`src/hdl/ccs_pkg.sv`:
```
// ----------------------------------------------------------------------------
// ccs_pkg
// Shared types and constants for the C comment stripper: the input and result
// item formats, the scanner modes, the character codes and the queue sizes.
// ----------------------------------------------------------------------------
package ccs_pkg;

    // Input item: op = 0 carries a text byte, op = 1 marks the end of text.
    typedef struct packed {
        logic       op;
        logic [7:0] ch;
    } t_in_item;

    // Result item.
    typedef struct packed {
        logic [7:0] out_byte;
        logic       byte_valid;
        logic       stream_end;
        logic       last_in_run;
    } t_out_item;

    // Operation codes of the input item.
    localparam logic OP_CHAR = 1'b0;
    localparam logic OP_END  = 1'b1;

    // Scanner modes. Codes five to seven behave as normal text.
    typedef enum logic [2:0] {
        MODE_NORMAL = 3'd0,
        MODE_SLASH  = 3'd1,
        MODE_LINE   = 3'd2,
        MODE_BLOCK  = 3'd3,
        MODE_STAR   = 3'd4
    } t_mode;

    // Character codes.
    localparam logic [7:0] CH_SLASH = 8'h2F;
    localparam logic [7:0] CH_STAR  = 8'h2A;
    localparam logic [7:0] CH_NL    = 8'h0A;
    localparam logic [7:0] CH_SP    = 8'h20;
    localparam logic [7:0] CH_TAB   = 8'h09;
    localparam logic [7:0] CH_CR    = 8'h0D;

    // Result queue: an item causes at most two results.
    localparam int RES_DEPTH = 4;
    localparam int PTR_W     = $clog2(RES_DEPTH);
    localparam int LVL_W     = $clog2(RES_DEPTH + 1);
    localparam int MAX_RES   = 2;

    // Results produced by one item, in order, with their count.
    typedef struct packed {
        logic [1:0] cnt;
        t_out_item  res0;
        t_out_item  res1;
    } t_push;

endpackage

```
`src/hdl/c_comment_stripper.sv`:
```
// ----------------------------------------------------------------------------
// c_comment_stripper
// Byte-stream filter that removes line and block comments, leading whitespace
// and blank lines, and closes each text with an end marker.
// ----------------------------------------------------------------------------
// The block accepts one input item per clock cycle while the result queue has
// room. An accepted item waits in the input register until the scanner takes
// it, is scanned there combinationally, and its results (none, one or two)
// enter a four-entry result queue, which presents them on the output port.
// The output port hands out one result per cycle while the receiver is ready;
// an item that causes two results therefore occupies the output twice, and
// the input stalls only while the result queue holds more than two results.
module c_comment_stripper (
    input  logic                i_clk,
    input  logic                i_rst_n,
    input  logic                i_in_valid,
    output logic                o_in_ready,
    input  ccs_pkg::t_in_item   i_in_item,
    output logic                o_out_valid,
    input  logic                i_out_ready,
    output ccs_pkg::t_out_item  o_out_item
);
    import ccs_pkg::*;

    logic              r_in_valid;
    t_in_item          r_in_item;
    logic              w_fire;
    logic              w_room;
    logic [LVL_W-1:0]  w_level;
    t_push             w_push;

    // The scanner runs only when the queue can take the largest result group.
    assign w_room     = (w_level <= LVL_W'(RES_DEPTH - MAX_RES));
    assign w_fire     = r_in_valid && w_room;
    assign o_in_ready = !r_in_valid || w_fire;

    // Input register.
    always_ff @(posedge i_clk) begin
        if (!i_rst_n) begin
            r_in_valid <= 1'b0;
        end else if (o_in_ready) begin
            r_in_valid <= i_in_valid;
        end
    end

    always_ff @(posedge i_clk) begin
        if (o_in_ready && i_in_valid) begin
            r_in_item <= i_in_item;
        end
    end

    // Scanner.
    ccs_step u_step (
        .i_clk   (i_clk),
        .i_rst_n (i_rst_n),
        .i_fire  (w_fire),
        .i_item  (r_in_item),
        .o_push  (w_push)
    );

    // Result queue.
    ccs_res_queue u_queue (
        .i_clk   (i_clk),
        .i_rst_n (i_rst_n),
        .i_push  (w_push),
        .o_level (w_level),
        .o_valid (o_out_valid),
        .i_ready (i_out_ready),
        .o_item  (o_out_item)
    );

    // The queue never holds more results than it has entries.
    a_no_overflow: assert property (@(posedge i_clk) disable iff (!i_rst_n)
        w_level <= LVL_W'(RES_DEPTH))
        else $error("result queue overflow");

    // An end marker carries no byte and closes its item's results.
    a_end_marker: assert property (@(posedge i_clk) disable iff (!i_rst_n)
        (o_out_valid && o_out_item.stream_end) |->
            (!o_out_item.byte_valid && o_out_item.last_in_run))
        else $error("malformed end marker");

    // A held input item stays put until the scanner takes it.
    a_hold_input: assert property (@(posedge i_clk) disable iff (!i_rst_n)
        (r_in_valid && !w_fire) |=> (r_in_valid && $stable(r_in_item)))
        else $error("input register lost an item");

    // Nothing enters the queue unless an item was scanned.
    a_push_fire: assert property (@(posedge i_clk) disable iff (!i_rst_n)
        (w_push.cnt != 2'd0) |-> w_fire)
        else $error("results pushed without an item");

endmodule

```
`src/hdl/ccs_step.sv`:
```
// ----------------------------------------------------------------------------
// ccs_step
// Scanner state and the per-item update: decides the next mode and line flags
// and forms up to two result items for the item being processed.
// ----------------------------------------------------------------------------
module ccs_step (
    input  logic              i_clk,
    input  logic              i_rst_n,
    input  logic              i_fire,
    input  ccs_pkg::t_in_item i_item,
    output ccs_pkg::t_push    o_push
);
    import ccs_pkg::*;

    t_mode r_mode, n_mode;
    logic  r_line_content, n_line_content;
    logic  r_line_start, n_line_start;

    // Flags seen by the normal-text path, and its outcome.
    logic       nb_content;
    logic       nb_start;
    logic       nb_emit;
    logic       nb_run;
    logic       nb_ws;
    logic       slash_emit;
    t_out_item  slash_res;
    t_out_item  main_res;
    logic       main_emit;

    // Scanner update for one item.
    always_comb begin
        n_mode         = r_mode;
        n_line_content = r_line_content;
        n_line_start   = r_line_start;
        slash_emit     = 1'b0;
        main_emit      = 1'b0;
        main_res       = '0;
        nb_run         = 1'b0;
        nb_content     = r_line_content;
        nb_start       = r_line_start;
        nb_emit        = 1'b0;
        nb_ws          = (i_item.ch == CH_SP) || (i_item.ch == CH_TAB) || (i_item.ch == CH_CR);

        if (i_item.op == OP_END) begin
            // Flush a held slash, then mark the end and return to reset state.
            slash_emit          = (r_mode == MODE_SLASH);
            main_emit           = 1'b1;
            main_res.stream_end = 1'b1;
            n_mode              = MODE_NORMAL;
            n_line_content      = 1'b0;
            n_line_start        = 1'b1;
        end else begin
            unique case (r_mode)
                MODE_SLASH: begin
                    if (i_item.ch == CH_SLASH) begin
                        n_mode = MODE_LINE;
                    end else if (i_item.ch == CH_STAR) begin
                        n_mode = MODE_BLOCK;
                    end else begin
                        // The held slash was text: emit it, then treat the byte normally.
                        slash_emit = 1'b1;
                        nb_content = 1'b1;
                        nb_start   = 1'b0;
                        n_mode     = MODE_NORMAL;
                        nb_run     = 1'b1;
                    end
                end
                MODE_LINE: begin
                    if (i_item.ch == CH_NL) begin
                        n_mode = MODE_NORMAL;
                        nb_run = 1'b1;
                    end
                end
                MODE_BLOCK: begin
                    if (i_item.ch == CH_STAR) begin
                        n_mode = MODE_STAR;
                    end
                end
                MODE_STAR: begin
                    if (i_item.ch == CH_SLASH) begin
                        n_mode = MODE_NORMAL;
                    end else if (i_item.ch != CH_STAR) begin
                        n_mode = MODE_BLOCK;
                    end
                end
                default: begin
                    n_mode = MODE_NORMAL;
                    nb_run = 1'b1;
                end
            endcase

            // Normal-text handling of the byte.
            if (nb_run) begin
                n_line_content = nb_content;
                n_line_start   = nb_start;
                if (i_item.ch == CH_SLASH) begin
                    n_mode = MODE_SLASH;
                end else if (i_item.ch == CH_NL) begin
                    nb_emit        = nb_content;
                    n_line_content = 1'b0;
                    n_line_start   = 1'b1;
                end else if (nb_ws) begin
                    nb_emit = !nb_start;
                end else begin
                    nb_emit        = 1'b1;
                    n_line_content = 1'b1;
                    n_line_start   = 1'b0;
                end
                main_emit           = nb_emit;
                main_res.out_byte   = i_item.ch;
                main_res.byte_valid = 1'b1;
            end
        end
        main_res.last_in_run = 1'b1;
    end

    // Order the results: a flushed slash always comes first.
    always_comb begin
        slash_res             = '0;
        slash_res.out_byte    = CH_SLASH;
        slash_res.byte_valid  = 1'b1;
        slash_res.last_in_run = !main_emit;
        o_push                = '0;
        if (slash_emit) begin
            o_push.res0 = slash_res;
            o_push.res1 = main_res;
            o_push.cnt  = main_emit ? 2'd2 : 2'd1;
        end else begin
            o_push.res0 = main_res;
            o_push.cnt  = main_emit ? 2'd1 : 2'd0;
        end
        if (!i_fire) begin
            o_push.cnt = 2'd0;
        end
    end

    // State registers.
    always_ff @(posedge i_clk) begin
        if (!i_rst_n) begin
            r_mode         <= MODE_NORMAL;
            r_line_content <= 1'b0;
            r_line_start   <= 1'b1;
        end else if (i_fire) begin
            r_mode         <= n_mode;
            r_line_content <= n_line_content;
            r_line_start   <= n_line_start;
        end
    end

endmodule

```
`src/hdl/ccs_res_queue.sv`:
```
// ----------------------------------------------------------------------------
// ccs_res_queue
// Small result queue: takes up to two results per cycle and hands out one
// result per cycle on the output channel while the receiver is ready.
// ----------------------------------------------------------------------------
module ccs_res_queue (
    input  logic                           i_clk,
    input  logic                           i_rst_n,
    input  ccs_pkg::t_push                 i_push,
    output logic [ccs_pkg::LVL_W-1:0]      o_level,
    output logic                           o_valid,
    input  logic                           i_ready,
    output ccs_pkg::t_out_item             o_item
);
    import ccs_pkg::*;

    t_out_item              r_mem [RES_DEPTH];
    logic [PTR_W-1:0]       r_wr, n_wr;
    logic [PTR_W-1:0]       r_rd, n_rd;
    logic [LVL_W-1:0]       r_level, n_level;
    logic                   w_pop;

    assign o_valid = (r_level != '0);
    assign o_item  = r_mem[r_rd];
    assign o_level = r_level;
    assign w_pop   = o_valid && i_ready;

    // Pointer and fill level update.
    always_comb begin
        n_wr    = r_wr + PTR_W'(i_push.cnt);
        n_rd    = r_rd + PTR_W'(w_pop);
        n_level = r_level + LVL_W'(i_push.cnt) - LVL_W'(w_pop);
    end

    always_ff @(posedge i_clk) begin
        if (!i_rst_n) begin
            r_wr    <= '0;
            r_rd    <= '0;
            r_level <= '0;
        end else begin
            r_wr    <= n_wr;
            r_rd    <= n_rd;
            r_level <= n_level;
        end
    end

    // Result storage.
    always_ff @(posedge i_clk) begin
        if (i_push.cnt != 2'd0) begin
            r_mem[r_wr] <= i_push.res0;
        end
        if (i_push.cnt == 2'd2) begin
            r_mem[r_wr + PTR_W'(1)] <= i_push.res1;
        end
    end

endmodule
```
`config.mk`:
```
export PLATFORM = sky130hd
export DESIGN_NAME = c_comment_stripper
export DESIGN_NICKNAME = d
export VERILOG_FILES = /design/src/hdl/ccs_pkg.sv /design/src/hdl/c_comment_stripper.sv /design/src/hdl/ccs_step.sv /design/src/hdl/ccs_res_queue.sv
export SDC_FILE = /design/constraint.sdc
export NUM_CORES = 1
export LEC_CHECK = 0
export BUFFER_PORTS_ARGS = -buffer_cell sky130_fd_sc_hd__buf_4
export CAP_MARGIN = 30
export CORE_UTILIZATION = 50
export CTS_BUF_LIST = sky130_fd_sc_hd__clkbuf_4
export DETAILED_ROUTE_END_ITERATION = 16
export PLACE_DENSITY = 0.71
export SLEW_MARGIN = 0
export SYNTH_ARGS = -nofsm -noshare
export SYNTH_HDL_FRONTEND = slang
export SYNTH_SLANG_ARGS = --single-unit
export TNS_END_PERCENT = 100
```
`constraint.sdc`:
```
create_clock -name i_clk -period 6.4 [get_ports i_clk]
set_input_delay 0.32 -clock i_clk [delete_from_list [all_inputs] [get_ports i_clk]]
set_output_delay 0.32 -clock i_clk [all_outputs]
set_load 0.01 [all_outputs]
```
# ---- After elaboration in Yosys (flattened, before gate mapping)
# Memory sizes are Yosys's and may differ from the RTL's. A register that Yosys moved wholly into a read port is not among the register bits.
# Cells that the tools add are included.
dict set report totals {
  register_bits 22
  mem_bits_rw 44
  in_bits 13
  output_inout_bits 13
  n_memories 1
}
# memory words word_bits rd rd_clocked_by_memory_dff wr line_no
set memory_table {}
lappend memory_table {u_queue.r_mem 4 11 1 1 2 ccs_res_queue.sv:17} ;# t_out_item r_mem [RES_DEPTH];
dict set report op_classes {
  add_sub_neg 5
  n_lt_le_gt_ge 1
  eq_ne 12
  muxes 52
  n_reduce_logical 14
}
# cell n
set ops {}
lappend ops {{$mux 1} 34}
lappend ops {{$eq 8x4->1 const B} 3}
lappend ops {{$eq 8x6->1 const B} 3}
lappend ops {{$mux 3} 8}
lappend ops {{$mux 9} 2}
lappend ops {{$mux 13} 1}
lappend ops {{$pmux 3 s4} 1}
lappend ops {{$mux 11} 1}
lappend ops {{$mux 2} 4}
lappend ops {{$ne 8x6->1 const B} 1}
lappend ops {{$eq 3x2->1 const B} 2}
lappend ops {{$reduce_bool 2->1} 2}
lappend ops {{$add 3x2->3} 1}
lappend ops {{$eq 3x1->1 const B} 1}
lappend ops {{$eq 3x3->1 const B} 1}
lappend ops {{$le 3x2->1 const B} 1}
lappend ops {{$logic_and 1x1->1} 3}
lappend ops {{$logic_not 1->1} 3}
lappend ops {{$logic_or 1x1->1} 3}
lappend ops {{$pmux 1 s3} 1}
lappend ops {{$reduce_bool 3->1} 1}
lappend ops {{$sub 3x1->3} 1}
lappend ops {{$add 2x1->2} 1}
lappend ops {{$add 2x1->2 const B} 1}
lappend ops {{other kinds (4)} 4}

# ---- Depth between registers and ports, before layout
# Gate-level depths: netlist (run 1).
dict set report logic_depth {
  depth_word 17
  ltp_mapped 16
  mapped_depth_nobuf 14
}

# ---- Modules after synthesis
# From an unflattened synthesis (run 1), not the netlist that was laid out.
dict set report hier_totals {
  cells_unflattened 275
  hier_area_um2 3764.9
}
# module n_inst cells_each area_per_inst_um2 seq_area_each_um2
set modules_own_cells {}
lappend modules_own_cells {ccs_res_queue 1 151 2675.1 1461.4}
lappend modules_own_cells {ccs_step 1 105 738.2 100.1}
lappend modules_own_cells {c_comment_stripper 1 19 351.6 290.3}

# ---- Least setup slack after synthesis (run 1)
# No wires, ideal clock.
dict set report synth_path {
  path_type {register -> register}
  startpoint {register r_in_item[0] in the netlist's numbering}
  endpoint {memory u_queue.r_mem[1][0] in the netlist's numbering, enable pin}
  arrival_time_ps 2974
  required_ps 6007
  setup_slack_ps 3033
  path_stages_with_launch 10
  synth_period_minus_slack_ps 3367
  path_cell_list {edfxtp_1 > or4b_2 > o21ai_0 > a32oi_1 > o21ai_0 > a22oi_1 > ha_1 > nor2b_1 > a21oi_1 > nor3_1}
}
# element line_no
set synth_rtl {}
lappend synth_rtl {{from (decl)} c_comment_stripper.sv:26} ;# t_in_item r_in_item;
lappend synth_rtl {{from (signal assigned)} c_comment_stripper.sv:48} ;# r_in_item <= i_in_item;
lappend synth_rtl {{to (decl)} ccs_res_queue.sv:17}

==> metrics.md, run 1 <==
| Metric | Value |
|---|---|
| Post-Synth Simple-Gate Area | `~17%` |
| Total track usage | `roughly a fifth` |
| Compound-Gate Fraction of Synth Area | `12.9%` |
| Proportion of synthesized area in mux cells | `under 10%` |
| CTS Buffer Depth | `2` |
| Synth cell types | `52` |
| Diode count | `0` |
| Rel. slew slack | `32.4%` |
| Die Y | `84.2 um` |
| Area Overhead vs Synth | `10.0%` |
| Worst Setup EP | `u_queue.r_mem[2][4]$_DFFE_PP_` |
| Leak | `1.30 nW` |
| Ratio of final minimum period to clock period | `57.7%` |
| Drt drc | `2` |
| CTS tree | `yes` |
| Fraction of registers with async set/reset | `0%` |
| DRT iter0 DRCs | `215` |
| Starting Density | `52.5%` |
| Largest net degree at the start of global routing | `17` |
| Via density | `6.01` |
| RSZ-0062 raised after global routing | `false` |
| HPWL Detailed | `4.95 mm` |
| Port bufs | `25` |
| Vias in the first global route | `2288` |
| Die area | `7080 um2` |
| Cell area after synthesis | `3370 um2` |
| Congestion Overflow GR | `0` |
| Post-placement cell count | `384` |
| Final number of hold-violating endpoints | `0` |
| CP Launch Type | `flip-flop` |
| Max-Cap Viols | `0` |
| Slew Viols, Final | `0` |
| Area of the core | `~6400 um2` |
| Clock Power Share | `22.7%` |
| CP Data Required Time | `6450 ps` |
| DRT Wirelength | `6.73 mm` |
| Share of cells above drive strength 1 | `21.1%` |
| Filler Cell Count | `531` |
| EDFF count, synth | `53` |
| # resized after CTS | `0` |
| Final Skew | `about 9.6 ps` |
| Crit path DAT | `3750 ps` |
| Setup TNS | `0 ps` |
| Slew @ Worst Pin | `1010 ps` |
| Reg2Reg Depth | `11` |
| Min cycle time layout | `3690 ps` |
| R2r setup slk | `approximately 2700 ps` |
| Clock transition at the registers of the reported paths | `110 ps` |
| Setup CP Type | `flip-flop to flip-flop` |
| FF-to-FF Start | `r_in_item[0]$_DFFE_PP_` |
| #FFs+latches synth | `between 60 and 70` |
| Antenna viol nets, final | `0` |
| Net load switching power | `0.303 mW` |
| TritonCTS Buffers | `9` |
| Int Pwr | `between 0.7 and 0.8 mW` |
| Initial antenna violation count | `0` |
| Critical path origin | `r_in_item[0]$_DFFE_PP_` |
| Seq pwr share | `53.8%` |
| Wire per inst | `16.8 um` |
| Rows | `29` |
| H-Tree Level Count | `3` |
| R2R Path End | `u_queue.r_mem[2][4]$_DFFE_PP_` |
| Root buffer cell | `clkbuf_4` |
| Primary FF master, synth | `edfxtp_1` |
| Post-Synth XOR/XNOR Area | `around 2.9%` |
| Setup violations, final | `0` |
| Global-route wire length before repair | `about 11 mm` |
| Synth Warn # | `0` |
| Post-Layout Cell Count | `400` |
| Total vias in the final route | `~2400` |
| Peak Freq | `around 0.27 GHz` |
| Worst Hold Class | `primary input to flip-flop` |
| Leading area contributor after synthesis | `edfxtp_1` |
| Setup Buffers After CTS | `0` |
| Post-Syn Nets | `315` |
| Sw frac | `29.6%` |
| Maximum VDD drop | `~0.00016 V` |
| Final GP Congestion | `0.868` |
| CTS Hold Bufs | `0` |
| Top cells by area, synth | `edfxtp_1 (47%), dfxtp_1 (7.7%), mux4_2 (7.3%)` |
| Crit end category | `flip-flop` |
| PwrDens | `275 nW/um2` |
| Pre-antenna DRT Iters | `11` |
| IO Count | `26` |
| Fin nets | `336` |
| Highest fanout seen on the critical path | `11` |
| Main combinational cell family by area after synthesis | `simple AND/OR/NAND/NOR gates` |
| Worst-Skew Late Latency | `about 430 ps` |
| Avg Cell Area, Syn | `around 11 um2` |
| Die X | `84.2 um` |
| Combinational power share | `23.6%` |
| Register area share after synthesis | `54.9%` |
| Failing checks | `design-rule violations` |
| CTS Sinks | `66` |
| Status | `finished, violations left` |
| Cells after synthesis | `297` |
| Post-synth top area share | `a little under half` |
| Post-Synth Adder-Cell Area | `2.08%` |
power groups by stage:
| stage | registers, mW | logic [mW] | clock network, mW |
|---|---|---|---|
| after CTS | 0.551 | 0.244 | 0.239 |
| after global placement | 0.559 | 0.240 | 0 |
| after floorplan | 0.528 | 0.189 | 0 |
| final | 0.550 | 0.241 | 0.232 |
| after detailed placement | 0.561 | 0.243 | 0 |
| after global routing | 0.559 | 0.264 | 0.255 |
logic make-up after synthesis:
family          after synthesis
xor+xnor                     11
fa+ha+maj                     5
buf+inv                      27
simple gates                110
compound gates               67
mux                          11
flops                        66
critical path, stage by stage, from the launching register on:
cell      delay, ps
edfxtp_1        510
or4b_2          710
o21ai_0         100
a32oi_1         120
o21ai_0         150
a22oi_1          90
ha_1            360
nor2b_1         260
nand2_1         150
nor2_1          110
a21oi_1          50
nor2_1          720
metal layers:
| layer | vias up | part of all wire [%] | global-route usage (%) |
|---|---|---|---|
| met5 | - | 0 | 0 |
| met4 | 0 | 3.4 | 11.8 |
| met3 | 21 | 5.1 | 4.13 |
| met2 | 98 | 48 | 34.9 |
| met1 | 1134 | 43 | 25.9 |
| li1 | 1151 | - | - |
synthesized netlist by cell type, drive strengths merged, types with 3 or more instances:
cell type and n:
and3 4, or3 4, edfxtp 53, nor3 20, xnor2 9, nand3 7, clkbuf 13, nor2 25
mux4 11, a31oi 3, a21oi 10, dfxtp 13, o21ai 33, and2 11, ha 4, o22ai 3
buf 4, inv 10, nand2b 3, a21boi 4, nand2 24
sequential cells by signal, summed over array words and instances, names as in the netlist:
register	cells
r_in_item	9
u_queue.r_wr	2
u_step.r_mode	3
u_queue.r_mem	44
r_in_valid	1
u_queue.r_rd	2
u_step.r_line_start	1
u_queue.o_level	3
u_step.r_line_content	1
worst min-delay path by stage:
stage / startpoint / end / slack, ps / depth (start not counted)
6_report: i_in_item[0] / r_in_item[0]$_DFFE_PP_ / 60 / 1
5_1_grt: i_in_item[8] / r_in_item[8]$_DFFE_PP_ / 50 / 1
4_1_cts: i_in_item[1] / r_in_item[1]$_DFFE_PP_ / 50 / 1
3_5_place_dp: u_step.r_line_content$_SDFFE_PN0P_ / u_step.r_line_content$_SDFFE_PN0P_ / 450 / 2
3_3_place_gp: u_step.r_line_content$_SDFFE_PN0P_ / u_step.r_line_content$_SDFFE_PN0P_ / 440 / 2
2_1_floorplan: i_in_item[0] / r_in_item[0]$_DFFE_PP_ / 420 / 0
through the flow:
step / hold slack, ps / setup slack [ps] / total power [mW] / cell area (um2) / util, %
finish: 59.8 / 2710 / 1.02 / 3710 / 57.8
global route: 47.4 / 2330 / 1.08 / 3710 / 57.8
CTS: 50.1 / 2670 / 1.03 / 3710 / 57.8
detailed placement: 450 / 2680 / 0.804 / 3600 / 56.1
global placement: 440 / 2760 / 0.799 / 3600 / 56.0
floorplan: 419 / 3030 / 0.716 / 3370 / -
cell type report:
cell class / count / area [um2] / area share (%)
flip-flops and latches: 66 / 1850 / 49.9
clock buffers: 10 / 75.1 / 2.02
clock inverters: 6 / 33.8 / 0.910
multi-input cells: 204 / 1420 / 38.1
repair buffers: 27 / 203 / 5.46
well taps: 77 / 96.3 / 2.60
inverters: 10 / 37.5 / 1.01
layout by cell type (no fill, tap or decap), drive strengths merged, types with 2 or more instances in the layout:
cell type and instances:
and2 11, clkinv 4, a32oi 2, nor4 2, a21oi 10, xnor2 9, a21boi 4, nand3 7
o22ai 3, nor2 25, or2 2, nor2b 2, inv 10, dfxtp 13, nand2 24, o221ai 2
a22oi 2, o21ai 33, nand2b 3, a31oi 3, mux4 11, a21o 2, xor2 2, clkinvlp 2
and3 4, clkbuf 10, ha 4, or3 4, buf 27, nor3 20, edfxtp 53
Power figures use the tool's default switching activity.
==> run 2: changes to the inputs <==
- clock period: 6.4 -> 3.4 ns (I/O delays scaled with it)
==> metrics.md, run 2 (synthesis results as in run 1) <==
| Metric | Value |
|---|---|
| Total vias in the final route | `2562 (was 2404)` |
| Via density | `5.90 (was 6.01)` |
| Ratio of final minimum period to clock period | `95.8% (was 57.7%)` |
| Final number of hold-violating endpoints | `0 (unchanged)` |
| Largest regs | `u_queue.r_mem (44), r_in_item (9) (unchanged)` |
| Initial antenna violation count | `0 (unchanged)` |
| Root buffer cell | `clkbuf_4 (unchanged)` |
| Status | `finished, violations left (unchanged)` |
| Setup Slack @ Placement | `108 ps (was 2680 ps)` |
| RSZ-0062 raised after global routing | `false (unchanged)` |
| Final GP Congestion | `0.899 (was 0.868)` |
| HPWL Detailed | `5.15 mm (was 4.95 mm)` |
| Max-Cap Viols | `0 (unchanged)` |
| Slew Viols, Final | `0 (unchanged)` |
| Congestion Overflow GR | `0 (unchanged)` |
| H-Tree Level Count | `3 (unchanged)` |
| Die Y | `84.2 um (unchanged)` |
| Most flops, register | `u_queue.r_mem (unchanged)` |
| CTS Sinks | `66 (unchanged)` |
| Fin util | `63.2% (was 57.8%)` |
| Fin nets | `371 (was 336)` |
| Crit end category | `flip-flop (unchanged)` |
| Reg2Reg Depth | `12 (was 11)` |
| IO Count | `26 (unchanged)` |
| Leak | `1.49 nW (was 1.30 nW)` |
| Maximum VDD drop | `0.000278 V (was 0.000159 V)` |
| Area of the multi-input gates | `1450 um2 (was 1420 um2)` |
| Global-route wire length before repair | `11.8 mm (was 11.1 mm)` |
| Hold_ws | `42.7 ps (was 59.8 ps)` |
| DRT iter0 DRCs | `172 (was 215)` |
| Min cycle time layout | `3260 ps (was 3690 ps)` |
| Min-Delay Startpoint | `i_rst_n (was i_in_item[0])` |
| Setup CP Type | `flip-flop to flip-flop (unchanged)` |
| CTS tree | `yes (unchanged)` |
| Starting Density | `52.5% (unchanged)` |
| Post-layout instance area | `4060 um2 (was 3710 um2)` |
| Final Skew | `19.4 ps (was 9.63 ps)` |
| Area Overhead vs Synth | `20.3% (was 10.0%)` |
| TritonCTS Buffers | `9 (unchanged)` |
| Wire per inst | `17.2 um (was 16.8 um)` |
| Crit path DAT | `3440 ps (was 3750 ps)` |
| Diode count | `0 (unchanged)` |
| Setup TNS | `0 ps (unchanged)` |
| Die X | `84.2 um (unchanged)` |
| Failing checks | `design-rule violations (unchanged)` |
| Vias in the first global route | `2461 (was 2288)` |
| Critical path origin | `r_in_item[0]$_DFFE_PP_ (unchanged)` |
| Rel. slew slack | `46.3% (was 32.4%)` |
| Pre-antenna DRT Iters | `13 (was 11)` |
| Filler Cell Count | `550 (was 531)` |
| Largest net degree at the start of global routing | `14 (was 17)` |
| Flip-flop and latch area | `1850 um2 (unchanged)` |
| Final WS setup | `143 ps (was 2710 ps)` |
| Antenna viol nets, final | `0 (unchanged)` |
| Port bufs | `25 (unchanged)` |
| Drt drc | `2 (unchanged)` |
| Peak Freq | `0.307 GHz (was 0.271 GHz)` |
| Area of the core | `6420 um2 (unchanged)` |
| DRT Wirelength | `7.47 mm (was 6.73 mm)` |
| Rows | `29 (unchanged)` |
| Worst-Skew Late Latency | `440 ps (was 430 ps)` |
| Setup violations, final | `0 (unchanged)` |
| Total track usage | `22.2% (was 21.0%)` |
| CTS Buffer Depth | `2 (unchanged)` |
| Hold Crit Depth | `2 (was 1)` |
| Placed Instance Area | `3780 um2 (was 3600 um2)` |
| Die area | `7080 um2 (unchanged)` |
| CP Launch Type | `flip-flop (unchanged)` |
| FF-to-FF Start | `r_in_item[0]$_DFFE_PP_ (unchanged)` |
| Largest register FFs | `44 (unchanged)` |
| Most common cell after layout, fill and taps aside | `edfxtp_1 (unchanged)` |
| Worst Hold Class | `primary input to flip-flop (unchanged)` |
| Most frequent cells in the layout | `edfxtp_1 (53), buf_4 (52), o21ai_0 (31) (was edfxtp_1 (53), o21ai_0 (32), buf_4 (27))` |
| Slew @ Worst Pin | `804 ps (was 1010 ps)` |
| CP Data Required Time | `3580 ps (was 6450 ps)` |
| Clock transition at the registers of the reported paths | `120 ps (was 110 ps)` |
| Share of cells above drive strength 1 | `28.0% (was 21.1%)` |
| Highest fanout seen on the critical path | `7 (was 11)` |
| PwrDens | `504 nW/um2 (was 275 nW/um2)` |
==> run 2: path summary, 6_finish.rpt <==
path | to | slack, ps
setup reg to reg | u_queue.r_mem[1][6]$_DFFE_PP_ | 140
setup / recovery | u_queue.r_mem[1][6]$_DFFE_PP_ | 140
hold / removal | u_queue.r_rd[1]$_SDFF_PN0_ | 40
hold reg to reg | u_step.r_line_content$_SDFFE_PN0P_ | 460
==> run 2: final cells by class <==
cell class	count	share of cell area, %
Clock inverter	5	1.39
Tap cell	77	2.37
Multi-Input combinational cell	204	35.8
Inverter	10	0.925
Timing Repair Buffer	62	12.1
Clock buffer	10	1.85
Sequential cell	66	45.6
==> run 2: where the power goes <==
group          internal, mW  switching, mW  leakage [nW]  total [mW]
Clock                 0.227          0.293        0.0739       0.521
Combinational         0.280          0.219         0.821       0.499
Sequential            0.946         0.0800         0.595        1.03
==> run 2: worst max-delay path: stages (launching register included) <==
cell,delay (ps)
edfxtp_1,390
or4b_2,690
o21ai_0,100
a32oi_1,110
o21ai_1,120
a22oi_1,90
ha_1,330
nor2b_1,210
nand2b_1,110
or3_1,480
nor2_1,130
buf_4,160
o21ai_0,100
==> run 2: repair_timing <==
action | 4_1_cts | 5_1_grt
hold endpoints to repair | 10 | 0
gates resized for setup | 0 | 9
setup buffers | 0 | 2
setup endpoints to repair | 0 | 50
hold buffers | 10 | 0
==> run 2: through the flow <==
step | power, mW | cells
global route | 2.15 | 434
detailed placement | 1.53 | 407
CTS | 2.04 | 432
finish | 2.05 | 434
global placement | 1.52 | 407
floorplan | 1.35 | 297
==> run 2: layer usage <==
metal | track usage (%) | up-vias | wire length (um) | part of all wire (%)
met4 | 10.7 | 0 | 167 | 2.2
met5 | 0 | - | 0 | 0
met3 | 5.51 | 19 | 426 | 5.7
met2 | 37.0 | 99 | 3760 | 50
li1 | - | 1224 | - | -
met1 | 27.3 | 1220 | 3120 | 42
